[config.mk]
export PLATFORM = sky130hd
export DESIGN_NAME = vector_clock_differential_update
export DESIGN_NICKNAME = d
export VERILOG_FILES = /design/src/rtl/core/vcdu_pkg.sv /design/src/rtl/core/vcdu_cell.sv /design/src/rtl/core/vcdu_scan.sv /design/src/rtl/core/vcdu_ctrl.sv /design/src/rtl/core/vector_clock_differential_update.sv
export SDC_FILE = /design/constraint.sdc
export NUM_CORES = 2
export LEC_CHECK = 0
export ABC_AREA = 1
export BUFFER_PORTS_ARGS = -buffer_cell sky130_fd_sc_hd__buf_2
export CORE_ASPECT_RATIO = 0.5
export CORE_MARGIN = 2
export CORE_UTILIZATION = 45
export CTS_CLUSTER_DIAMETER = 80
export DETAILED_ROUTE_END_ITERATION = 16
export GPL_TIMING_DRIVEN = 0
export PLACE_DENSITY_LB_ADDON = 0.12
export SLEW_MARGIN = 0
export SYNTH_ARGS = -nofsm -noshare
export SYNTH_HDL_FRONTEND = slang
export SYNTH_HIERARCHICAL = 1
export SYNTH_SLANG_ARGS = --single-unit
[constraint.sdc]
create_clock -name clock -period 2.4 [get_ports clock]
set_clock_uncertainty 0.05 [all_clocks]
set_input_delay 0.12 -clock clock [delete_from_list [all_inputs] [get_ports clock]]
set_output_delay 0.12 -clock clock [all_outputs]
set_load 0.02 [all_outputs]
[src/rtl/core/vcdu_pkg.sv]
// Shared types and constants of the differential vector clock block.
package vcdu_pkg;

   localparam int MAX_NODES_DEF  = 16;
   localparam int CLOCK_BITS_DEF = 32;

   localparam int OWN_ID_W     = 4;
   localparam int NODE_COUNT_W = 5;
   localparam int CSR_DATA_W   = 5;
   localparam int CSR_INDEX_W  = 2;

   localparam logic [CSR_INDEX_W-1:0]  CSR_OWN_ID        = 2'd0;
   localparam logic [CSR_INDEX_W-1:0]  CSR_NODE_COUNT    = 2'd1;
   localparam logic [NODE_COUNT_W-1:0] NODE_COUNT_RESET  = 5'd16;

   typedef enum logic [1:0] {
      ACT_INTERNAL   = 2'd0,
      ACT_SEND       = 2'd1,
      ACT_RECV_BEGIN = 2'd2,
      ACT_RECV_TUPLE = 2'd3
   } action_type;

   typedef enum logic [1:0] {
      ST_IDLE,
      ST_PASS_A,
      ST_PASS_B,
      ST_FLUSH
   } state_type;

   typedef struct packed {
      logic load;
      logic shift;
      logic pass_a;
      logic pass_b;
      logic flush;
   } ctrl_type;

   typedef struct packed {
      action_type  action;
      logic [3:0]  dest_slot;
      logic [3:0]  entry;
      logic [31:0] value;
   } req_type;

   typedef struct packed {
      logic [3:0]  tuple_entry;
      logic [31:0] tuple_value;
      logic        last_tuple;
   } rsp_type;

endpackage

[src/rtl/core/vcdu_cell.sv]
// One ring cell: holds the clock entry, update mark and sent mark of one process index.
module vcdu_cell #(
   parameter int IDX_W      = 4,
   parameter int CLOCK_BITS = vcdu_pkg::CLOCK_BITS_DEF,
   parameter int CELL_INDEX = 0
) (
   input  logic                  clock,
   input  logic                  reset,
   input  logic                  shift,
   input  logic [IDX_W-1:0]      in_idx,
   input  logic [CLOCK_BITS-1:0] in_clk,
   input  logic [CLOCK_BITS-1:0] in_upd,
   input  logic [CLOCK_BITS-1:0] in_sent,
   output logic [IDX_W-1:0]      out_idx,
   output logic [CLOCK_BITS-1:0] out_clk,
   output logic [CLOCK_BITS-1:0] out_upd,
   output logic [CLOCK_BITS-1:0] out_sent
);

   logic [IDX_W-1:0]      idx_ff;
   logic [CLOCK_BITS-1:0] clk_ff;
   logic [CLOCK_BITS-1:0] upd_ff;
   logic [CLOCK_BITS-1:0] sent_ff;

   // The record carries its own index around the ring; after reset the cell holds the
   // index given by CELL_INDEX.
   always_ff @(posedge clock) begin
      if (reset) begin
         idx_ff  <= IDX_W'(CELL_INDEX);
         clk_ff  <= '0;
         upd_ff  <= '0;
         sent_ff <= '0;
      end else if (shift) begin
         idx_ff  <= in_idx;
         clk_ff  <= in_clk;
         upd_ff  <= in_upd;
         sent_ff <= in_sent;
      end
   end

   assign out_idx  = idx_ff;
   assign out_clk  = clk_ff;
   assign out_upd  = upd_ff;
   assign out_sent = sent_ff;

endmodule

[src/rtl/core/vcdu_scan.sv]
// Ring join: updates the record passing from the last cell to the first and emits tuples.
module vcdu_scan #(
   parameter int IDX_W      = 4,
   parameter int CLOCK_BITS = vcdu_pkg::CLOCK_BITS_DEF
) (
   input  logic                                 clock,
   input  logic                                 reset,
   input  vcdu_pkg::ctrl_type                   ctrl,
   input  vcdu_pkg::req_type                    item,
   input  logic [vcdu_pkg::OWN_ID_W-1:0]        own_id,
   input  logic [vcdu_pkg::NODE_COUNT_W-1:0]    node_count,
   input  logic [IDX_W-1:0]                     rec_idx,
   input  logic [CLOCK_BITS-1:0]                rec_clk,
   input  logic [CLOCK_BITS-1:0]                rec_upd,
   input  logic [CLOCK_BITS-1:0]                rec_sent,
   output logic [CLOCK_BITS-1:0]                new_clk,
   output logic [CLOCK_BITS-1:0]                new_upd,
   output logic [CLOCK_BITS-1:0]                new_sent,
   output logic                                 rsp_strobe,
   output vcdu_pkg::rsp_type                    rsp_word
);

   localparam int CMP_W = (IDX_W > vcdu_pkg::NODE_COUNT_W) ? IDX_W : vcdu_pkg::NODE_COUNT_W;

   logic [CMP_W-1:0]      idx_x;
   logic                  own_hit;
   logic                  slot_hit;
   logic                  entry_hit;
   logic                  in_use;
   logic                  raise_op;
   logic                  is_send;
   logic                  is_tuple;
   logic [CLOCK_BITS-1:0] clk_inc;
   logic [CLOCK_BITS-1:0] val_sat;
   logic                  cand;

   logic [CLOCK_BITS-1:0] own_clk_ff,  own_clk_in;
   logic [CLOCK_BITS-1:0] mark_ff,     mark_in;
   logic                  pend_vld_ff, pend_vld_in;
   logic [3:0]            pend_ent_ff, pend_ent_in;
   logic [31:0]           pend_val_ff, pend_val_in;
   logic                  rsp_vld_ff,  rsp_vld_in;
   vcdu_pkg::rsp_type     rsp_word_ff, rsp_word_in;

   generate
      if (CLOCK_BITS >= 32) begin : g_wide
         assign val_sat = CLOCK_BITS'(item.value);
      end else begin : g_narrow
         assign val_sat = ((item.value >> CLOCK_BITS) != 32'd0) ? '1
                                                                 : item.value[CLOCK_BITS-1:0];
      end
   endgenerate

   assign idx_x     = CMP_W'(rec_idx);
   assign own_hit   = (idx_x == CMP_W'(own_id));
   assign slot_hit  = (idx_x == CMP_W'(item.dest_slot));
   assign entry_hit = (idx_x == CMP_W'(item.entry));
   assign in_use    = (idx_x < CMP_W'(node_count));
   assign is_send   = (item.action == vcdu_pkg::ACT_SEND);
   assign is_tuple  = (item.action == vcdu_pkg::ACT_RECV_TUPLE);
   assign raise_op  = (item.action == vcdu_pkg::ACT_INTERNAL) || is_send ||
                      (item.action == vcdu_pkg::ACT_RECV_BEGIN);
   assign clk_inc   = (rec_clk == '1) ? rec_clk : rec_clk + CLOCK_BITS'(1);
   assign cand      = ctrl.pass_b && is_send && in_use && (rec_upd > mark_ff);

   // Record rewrite: the first pass raises the own entry, the second merges or marks the slot.
   always_comb begin
      new_clk  = rec_clk;
      new_upd  = rec_upd;
      new_sent = rec_sent;
      if (ctrl.pass_a && raise_op && own_hit) begin
         new_clk = clk_inc;
         new_upd = clk_inc;
      end
      if (ctrl.pass_b && is_send && slot_hit) begin
         new_sent = own_clk_ff;
      end
      if (ctrl.pass_b && is_tuple && entry_hit && in_use && (rec_clk < val_sat)) begin
         new_clk = val_sat;
         new_upd = own_hit ? val_sat : own_clk_ff;
      end
   end

   // The first pass captures the own clock after raising and the sent mark of the slot.
   always_comb begin
      own_clk_in = own_clk_ff;
      mark_in    = mark_ff;
      if (ctrl.load) begin
         own_clk_in = '0;
         mark_in    = '0;
      end else if (ctrl.pass_a) begin
         if (own_hit) begin
            own_clk_in = raise_op ? clk_inc : rec_clk;
         end
         if (slot_hit) begin
            mark_in = rec_sent;
         end
      end
   end

   // A qualifying tuple waits in the pending stage until the next one or the end of the
   // scan shows whether it is the last word of the send.
   always_comb begin
      pend_vld_in = pend_vld_ff;
      pend_ent_in = pend_ent_ff;
      pend_val_in = pend_val_ff;
      rsp_vld_in  = 1'b0;
      rsp_word_in = rsp_word_ff;
      if (cand) begin
         if (pend_vld_ff) begin
            rsp_vld_in              = 1'b1;
            rsp_word_in.tuple_entry = pend_ent_ff;
            rsp_word_in.tuple_value = pend_val_ff;
            rsp_word_in.last_tuple  = 1'b0;
         end
         pend_vld_in = 1'b1;
         pend_ent_in = 4'(rec_idx);
         pend_val_in = 32'(rec_clk);
      end else if (ctrl.flush && pend_vld_ff) begin
         rsp_vld_in              = 1'b1;
         rsp_word_in.tuple_entry = pend_ent_ff;
         rsp_word_in.tuple_value = pend_val_ff;
         rsp_word_in.last_tuple  = 1'b1;
         pend_vld_in             = 1'b0;
      end
   end

   always_ff @(posedge clock) begin
      if (reset) begin
         pend_vld_ff <= 1'b0;
         rsp_vld_ff  <= 1'b0;
      end else begin
         pend_vld_ff <= pend_vld_in;
         rsp_vld_ff  <= rsp_vld_in;
      end
   end

   always_ff @(posedge clock) begin
      own_clk_ff  <= own_clk_in;
      mark_ff     <= mark_in;
      pend_ent_ff <= pend_ent_in;
      pend_val_ff <= pend_val_in;
      rsp_word_ff <= rsp_word_in;
   end

   assign rsp_strobe = rsp_vld_ff;
   assign rsp_word   = rsp_word_ff;

endmodule

[src/rtl/core/vcdu_ctrl.sv]
// Sequencer: runs the ring passes of one item and counts the cells.
module vcdu_ctrl #(
   parameter int MAX_NODES = vcdu_pkg::MAX_NODES_DEF
) (
   input  logic                 clock,
   input  logic                 reset,
   input  logic                 start,
   input  vcdu_pkg::action_type action,
   output vcdu_pkg::ctrl_type   ctrl,
   output logic                 busy
);

   localparam int CNT_W = $clog2(MAX_NODES);

   vcdu_pkg::state_type state_ff, state_in;
   logic [CNT_W-1:0]    cnt_ff, cnt_in;
   logic                cnt_last;
   logic                second_pass;

   assign cnt_last    = (cnt_ff == CNT_W'(MAX_NODES - 1));
   assign second_pass = (action == vcdu_pkg::ACT_SEND) ||
                        (action == vcdu_pkg::ACT_RECV_TUPLE);

   always_comb begin
      state_in = state_ff;
      case (state_ff)
         vcdu_pkg::ST_IDLE: begin
            if (start) begin
               state_in = vcdu_pkg::ST_PASS_A;
            end
         end
         vcdu_pkg::ST_PASS_A: begin
            if (cnt_last) begin
               state_in = second_pass ? vcdu_pkg::ST_PASS_B : vcdu_pkg::ST_IDLE;
            end
         end
         vcdu_pkg::ST_PASS_B: begin
            if (cnt_last) begin
               state_in = (action == vcdu_pkg::ACT_SEND) ? vcdu_pkg::ST_FLUSH
                                                         : vcdu_pkg::ST_IDLE;
            end
         end
         vcdu_pkg::ST_FLUSH: begin
            state_in = vcdu_pkg::ST_IDLE;
         end
         default: begin
            state_in = vcdu_pkg::ST_IDLE;
         end
      endcase
   end

   always_comb begin
      ctrl   = '0;
      busy   = 1'b1;
      cnt_in = '0;
      case (state_ff)
         vcdu_pkg::ST_IDLE: begin
            busy      = 1'b0;
            ctrl.load = start;
         end
         vcdu_pkg::ST_PASS_A: begin
            ctrl.shift  = 1'b1;
            ctrl.pass_a = 1'b1;
            cnt_in      = cnt_last ? '0 : cnt_ff + CNT_W'(1);
         end
         vcdu_pkg::ST_PASS_B: begin
            ctrl.shift  = 1'b1;
            ctrl.pass_b = 1'b1;
            cnt_in      = cnt_last ? '0 : cnt_ff + CNT_W'(1);
         end
         vcdu_pkg::ST_FLUSH: begin
            ctrl.flush = 1'b1;
         end
         default: begin
            busy = 1'b0;
         end
      endcase
   end

   always_ff @(posedge clock) begin
      if (reset) begin
         state_ff <= vcdu_pkg::ST_IDLE;
         cnt_ff   <= '0;
      end else begin
         state_ff <= state_in;
         cnt_ff   <= cnt_in;
      end
   end

endmodule

[src/rtl/core/vector_clock_differential_update.sv]
// Top level of the differential vector clock: registers, sequencer, cell ring and join.
//
// The block keeps one process's vector clock with update and sent marks in a ring of
// MAX_NODES cells. A command word on req_word is taken when start is high and busy is low.
// Every record circulates once per pass, one cell per cycle, through the join logic:
//   internal event, receive begin: one pass;
//   received tuple: two passes;
//   send: two passes and a flush step.
// A send emits its tuples during the second pass in entry order. Each tuple is held until
// the next one qualifies, so words arrive on rsp_word with rsp_strobe high for one cycle
// each, the one flagged last_tuple in the first cycle with busy low. A send with nothing
// to report produces no word. The receiver cannot stall: a word is taken in the cycle it
// is shown. The csr port writes own_id (index 0) and node_count (index 1);
// it is meant to be used only while the block is idle. Synchronous reset clears all
// clocks and marks, sets own_id to 0 and node_count to 16, and the block takes a command
// in the first cycle after reset.
module vector_clock_differential_update #(
   parameter int MAX_NODES  = vcdu_pkg::MAX_NODES_DEF,
   parameter int CLOCK_BITS = vcdu_pkg::CLOCK_BITS_DEF
) (
   input  logic                                 clock,
   input  logic                                 reset,
   input  logic                                 start,
   output logic                                 busy,
   input  vcdu_pkg::req_type                    req_word,
   output logic                                 rsp_strobe,
   output vcdu_pkg::rsp_type                    rsp_word,
   input  logic                                 csr_we,
   input  logic [vcdu_pkg::CSR_INDEX_W-1:0]     csr_index,
   input  logic [vcdu_pkg::CSR_DATA_W-1:0]      csr_wdata
);

   localparam int IDX_W = $clog2(MAX_NODES);

   vcdu_pkg::ctrl_type                    ctrl;
   vcdu_pkg::req_type                     req_ff;
   logic [vcdu_pkg::OWN_ID_W-1:0]         own_id_ff, own_id_in;
   logic [vcdu_pkg::NODE_COUNT_W-1:0]     node_count_ff, node_count_in;

   logic [IDX_W-1:0]      c_idx  [MAX_NODES];
   logic [CLOCK_BITS-1:0] c_clk  [MAX_NODES];
   logic [CLOCK_BITS-1:0] c_upd  [MAX_NODES];
   logic [CLOCK_BITS-1:0] c_sent [MAX_NODES];
   logic [CLOCK_BITS-1:0] j_clk;
   logic [CLOCK_BITS-1:0] j_upd;
   logic [CLOCK_BITS-1:0] j_sent;

   always_comb begin
      own_id_in     = own_id_ff;
      node_count_in = node_count_ff;
      if (csr_we) begin
         case (csr_index)
            vcdu_pkg::CSR_OWN_ID:     own_id_in     = csr_wdata[vcdu_pkg::OWN_ID_W-1:0];
            vcdu_pkg::CSR_NODE_COUNT: node_count_in = csr_wdata;
            default:                  own_id_in     = own_id_ff;
         endcase
      end
   end

   always_ff @(posedge clock) begin
      if (reset) begin
         own_id_ff     <= '0;
         node_count_ff <= vcdu_pkg::NODE_COUNT_RESET;
      end else begin
         own_id_ff     <= own_id_in;
         node_count_ff <= node_count_in;
      end
   end

   always_ff @(posedge clock) begin
      if (ctrl.load) begin
         req_ff <= req_word;
      end
   end

   vcdu_ctrl #(
      .MAX_NODES (MAX_NODES)
   ) u_ctrl (
      .clock  (clock),
      .reset  (reset),
      .start  (start),
      .action (req_ff.action),
      .ctrl   (ctrl),
      .busy   (busy)
   );

   vcdu_scan #(
      .IDX_W      (IDX_W),
      .CLOCK_BITS (CLOCK_BITS)
   ) u_scan (
      .clock      (clock),
      .reset      (reset),
      .ctrl       (ctrl),
      .item       (req_ff),
      .own_id     (own_id_ff),
      .node_count (node_count_ff),
      .rec_idx    (c_idx[MAX_NODES-1]),
      .rec_clk    (c_clk[MAX_NODES-1]),
      .rec_upd    (c_upd[MAX_NODES-1]),
      .rec_sent   (c_sent[MAX_NODES-1]),
      .new_clk    (j_clk),
      .new_upd    (j_upd),
      .new_sent   (j_sent),
      .rsp_strobe (rsp_strobe),
      .rsp_word   (rsp_word)
   );

   // The last cell feeds the join, whose rewritten record enters the first cell. Indexes
   // are laid out in descending order along the ring so that the join sees the entries
   // in ascending order during each pass.
   generate
      for (genvar i = 0; i < MAX_NODES; i++) begin : g_cell
         if (i == 0) begin : g_head
            vcdu_cell #(
               .IDX_W      (IDX_W),
               .CLOCK_BITS (CLOCK_BITS),
               .CELL_INDEX (MAX_NODES - 1 - i)
            ) u_cell (
               .clock    (clock),
               .reset    (reset),
               .shift    (ctrl.shift),
               .in_idx   (c_idx[MAX_NODES-1]),
               .in_clk   (j_clk),
               .in_upd   (j_upd),
               .in_sent  (j_sent),
               .out_idx  (c_idx[i]),
               .out_clk  (c_clk[i]),
               .out_upd  (c_upd[i]),
               .out_sent (c_sent[i])
            );
         end else begin : g_body
            vcdu_cell #(
               .IDX_W      (IDX_W),
               .CLOCK_BITS (CLOCK_BITS),
               .CELL_INDEX (MAX_NODES - 1 - i)
            ) u_cell (
               .clock    (clock),
               .reset    (reset),
               .shift    (ctrl.shift),
               .in_idx   (c_idx[i-1]),
               .in_clk   (c_clk[i-1]),
               .in_upd   (c_upd[i-1]),
               .in_sent  (c_sent[i-1]),
               .out_idx  (c_idx[i]),
               .out_clk  (c_clk[i]),
               .out_upd  (c_upd[i]),
               .out_sent (c_sent[i])
            );
         end
      end
   endgenerate

endmodule

==> out/metrics.json <==
{
  "status": {
    "run_status": "finished with violations",
    "failed_checks": "negative setup slack"
  },
  "floorplanning": {
    "die_area_um2": 178000,
    "floorplan.rows": 108,
    "floorplan.die.width_um": 595,
    "core-area_um2": 174000,
    "i_o_pin_total": 92,
    "dieHeight_um": 300,
    "start_util_pct": 45.3
  },
  "route": {
    "drtAntennaViolNets": 0,
    "drt_first_pass_iters": 7,
    "number_of_vias_in_the_routed_layout": 67159,
    "wl_per_cell_um": 16.3,
    "vias_per_inst": 4.58,
    "drt-total-wl_um": 239000,
    "number_of_drc_violations_after_detailed_routing": 0,
    "iteration_0_drc_count_of_the_detailed_router": 6182
  },
  "global_route": {
    "largest_net_degree_at_the_start_of_global_routing": 22,
    "number_of_global_route_vias_before_repair": 61583,
    "grt_overflow": 0,
    "grtUsageTotal_pct": 26.1,
    "global_route_wire_length_before_repair_um": 357000,
    "antenna_found_initial": 5
  },
  "sta": {
    "timing.fmax_ghz": 0.391,
    "timing.max_slew.rel_slack_pct": 7.12,
    "timing_hold_violations_final": 0,
    "layout_worst_path_cycle_share_pct": 107,
    "worst_pin_slew_ns": 1.39,
    "setup_viol_count_final": 61,
    "setup_slack_ns": -0.157,
    "slew_violations": 0,
    "rsz0062_at_grt": "yes",
    "final_period_minus_worst_setup_slack_ns": 2.56
  },
  "logic_synthesis": {
    "synth-main-ff-cell": "sky130_fd_sc_hd__dfxtp_1",
    "synth_area_um2": 78600,
    "number_of_enable_flip_flop_cells_after_synthesis": 115,
    "average_instance_area_after_synthesis_um2": 6.69,
    "synth.yosys.seq_area_share_pct": 47.2,
    "share_of_async_settable_or_async_resettable_flops_after_synthesis_pct": 0,
    "ys_seq_elements": 1796,
    "yosys_warnings": 6,
    "post_synth_inst_count": 11752,
    "number_of_unique_standard_cell_types_used_by_synthesis": 44,
    "synth_nets": 11879
  },
  "critical_path": {
    "startpoint_type": "register",
    "r2r-start": "g_cell[15].g_body.u_cell/out_idx[2]",
    "cp_max_fo": 5,
    "worstReg2RegEnd": "g_cell[0].g_head.u_cell/out_upd[17]",
    "critical_path.cell_chain": "buf_6 -> nand2_1 -> inv_1 -> nor2_1 -> nor2_2 -> nand2_2 -> a21oi_2 -> nand3_2 -> nor2_4 -> buf_12 -> nand2_4 -> clkbuf_16 -> nand2_1 -> nand2_2 -> inv_1 -> inv_1 -> nand2_1 -> nand2_2 -> nor2_1",
    "critical_path.n_buffers_inverters": 6,
    "cp-startpoint": "g_cell[15].g_body.u_cell/out_idx[2]",
    "worst-setup-path-type": "reg2reg",
    "timing.critical_path.max_delay_family": "simple AND/OR/NAND/NOR gates",
    "data_arrival_critical_path_ns": 3.26,
    "slowest_stage": "sky130_fd_sc_hd__dfxtp_4",
    "crit_path_max_incr_delay_ns": 0.41,
    "setup.reg_to_reg.worst_slack_ns": -0.16,
    "worst_setup_path_end_kind": "register",
    "cp_data_required_time_ns": 3.11,
    "reg2reg_depth": 19
  },
  "clock_network": {
    "cts-root-buf": "sky130_fd_sc_hd__clkbuf_16",
    "cts.sink_count": 1796,
    "cts_inserted_buffers": 173,
    "cts.clk_slew.worst_paths_ns": 0.07,
    "clkLatencyLatePin_ns": 0.83,
    "cts-root-to-sink-buffers": 4,
    "tritoncts": "done",
    "number_of_levels_the_h_tree_was_split_into": 4
  },
  "placement": {
    "globalplace.congestion": 0.998,
    "dp_hpwl_um": 181000,
    "io_buffers": 90,
    "preCtsSetupSlack_ns": -1.28
  },
  "hold_path": {
    "hold-path-endpoint": "u_scan/rsp_strobe",
    "type_of_the_worst_min_delay_path": "in2reg",
    "hold_start": "reset",
    "min_path_cells": 2
  },
  "final_layout": {
    "filler_cell_count": 17808,
    "area_delta_synth_final_pct": 16.2,
    "nNetsFinal": 12337,
    "final_layout_size_suffix_gt1_share_pct": 11.1,
    "post-route-util_pct": 52.7
  },
  "pwr": {
    "power_density_nw_per_um2": 1620,
    "ir_drop_mv": 0.840,
    "static-leakage-power_nw": 43.2
  },
  "run": {
    "timing.max_cap.violations": 0
  }
}
per-layer routing:
metal | track usage (%) | vias up | wire length, um
met5 | 0 | - | 0
met1 | 40.9 | 30278 | 124000
met4 | 4.56 | 0 | 3590
li1 | - | 34794 | -
met3 | 6.39 | 266 | 21500
met2 | 35.9 | 1821 | 90100
through the flow:
stage	hold WS, ns	setup TNS, ns	area (um^2)	power, mW	std cells
floorplan	0.139	-0.189	78600	97.3	11752
global placement	0.247	-1250.06	82000	134	14152
detailed placement	0.248	-186.60	82000	117	14153
CTS	0.0129	-2.63	90200	147	14618
global route	0.0574	-10.36	91400	160	14658
finish	0.111	-4.18	91400	148	14661
Yosys cell counts (all sizes together), types with 21 or more instances:
cell type     n  share of area [%]
nor2       3262                 16
and2         24               0.19
ha           74                1.2
nand3       115               0.81
mux2         21               0.30
a21oi        78               0.50
nand2      3731                 18
inv        1867                8.9
o21ai        89               0.57
clkbuf      142                1.0
nand3b       35               0.33
a31oi        21               0.17
dfxtp      1681                 43
buf         436                4.7
edfxtp      115                4.4
flip-flops by register name, indices dropped and copies added, names as in the netlist, 5 cells and up:
name / flops
u_scan/mark_ff: 32
u_scan/pend_val_ff: 32
req_ff: 42
u_scan/rsp_word: 37
g_cell.g_body.u_cell/out_upd: 480
u_scan/own_clk_ff: 32
g_cell.g_body.u_cell/out_clk: 480
g_cell.g_head.u_cell/out_sent: 32
g_cell.g_body.u_cell/out_idx: 60
g_cell.g_head.u_cell/out_clk: 32
node_count_ff: 5
g_cell.g_head.u_cell/out_upd: 32
g_cell.g_body.u_cell/out_sent: 480
what timing repair did:
item | in CTS | in global routing
pin swaps | 41 | 71
setup endpoints to repair | 322 | 165
hold endpoints to repair | 59 | 0
gates cloned | 9 | 7
hold buffers | 107 | 0
setup buffers | 37 | 33
gates resized for setup | 320 | 258
worst register-to-register path: cells and delay by family (launching register included):
kind | cells | cell delay (ns)
buf+inv | 6 | 0.68
compound gates | 1 | 0.17
flops | 1 | 0.41
simple gates | 12 | 1.18
area by class of cell:
type / count / area, um^2 / share of cell area [%]
clock buffers: 258 / 5240 / 5.73
well taps: 2310 / 2890 / 3.16
plain buffers: 577 / 4710 / 5.16
repair inverters: 4 / 27.5 / 0.0301
multi-input cells: 7512 / 31300 / 34.2
repair buffers: 279 / 2440 / 2.68
flip-flops and latches: 1796 / 37300 / 40.8
diodes: 4 / 10.0 / 0.0110
inverters: 1867 / 7030 / 7.69
clock inverters: 54 / 512 / 0.560
placed cells by master, fill, tap and decap left out, drive strengths merged, types with 3 or more instances in the layout:
cell | synthesis | final
bufinv | 0 | 8
edfxtp | 115 | 115
o211ai | 7 | 7
xor2 | 16 | 16
clkbuf | 142 | 406
inv | 1867 | 1870
or2 | 3 | 3
dlygate4sd3 | 0 | 107
nand4 | 11 | 11
o21a | 6 | 6
xnor2 | 4 | 4
buf | 436 | 601
dfxtp | 1681 | 1681
clkinv | 0 | 36
nand3b | 35 | 35
o21ai | 89 | 89
a21oi | 78 | 78
and2 | 24 | 24
a21boi | 10 | 10
mux2 | 21 | 21
nand2 | 3731 | 3732
clkinvlp | 0 | 11
nor2 | 3262 | 3262
ha | 74 | 74
a31oi | 21 | 21
nand3 | 115 | 115
diode | 0 | 4
report_power, final:
part           switching (mW)  leakage, nW  internal (mW)
clock network            12.1         2.86           16.0
registers                5.70         15.0           39.4
logic                    46.6         25.4           28.2
total                    64.4         43.2           83.6
cells by family (layout without fill, tap and decap cells):
family / Yosys count / count (layout) / share of synthesized area [%]
other cells: 0 / 4 / 0
mux: 21 / 21 / 0.301
fa+ha+maj: 74 / 74 / 1.18
flops: 1796 / 1796 / 47.2
compound gates: 213 / 213 / 1.47
simple gates: 7183 / 7184 / 35.0
buf+inv: 2445 / 3039 / 14.6
xor+xnor: 20 / 20 / 0.223
worst max-delay path by stage:
stage	end	cells after the start	slack, ns
floorplan	u_scan/pend_ent_ff[0]	7	-0.005
global placement	u_scan/pend_val_ff[0]	7	-1.29
detailed placement	u_scan/pend_val_ff[0]	7	-1.28
CTS	g_cell[0].g_head.u_cell/out_upd[28]	18	-0.10
global route	g_cell[0].g_head.u_cell/out_upd[23]	19	-0.20
finish	g_cell[0].g_head.u_cell/out_upd[17]	19	-0.16
No activity file was read; power rests on OpenSTA's default activity.
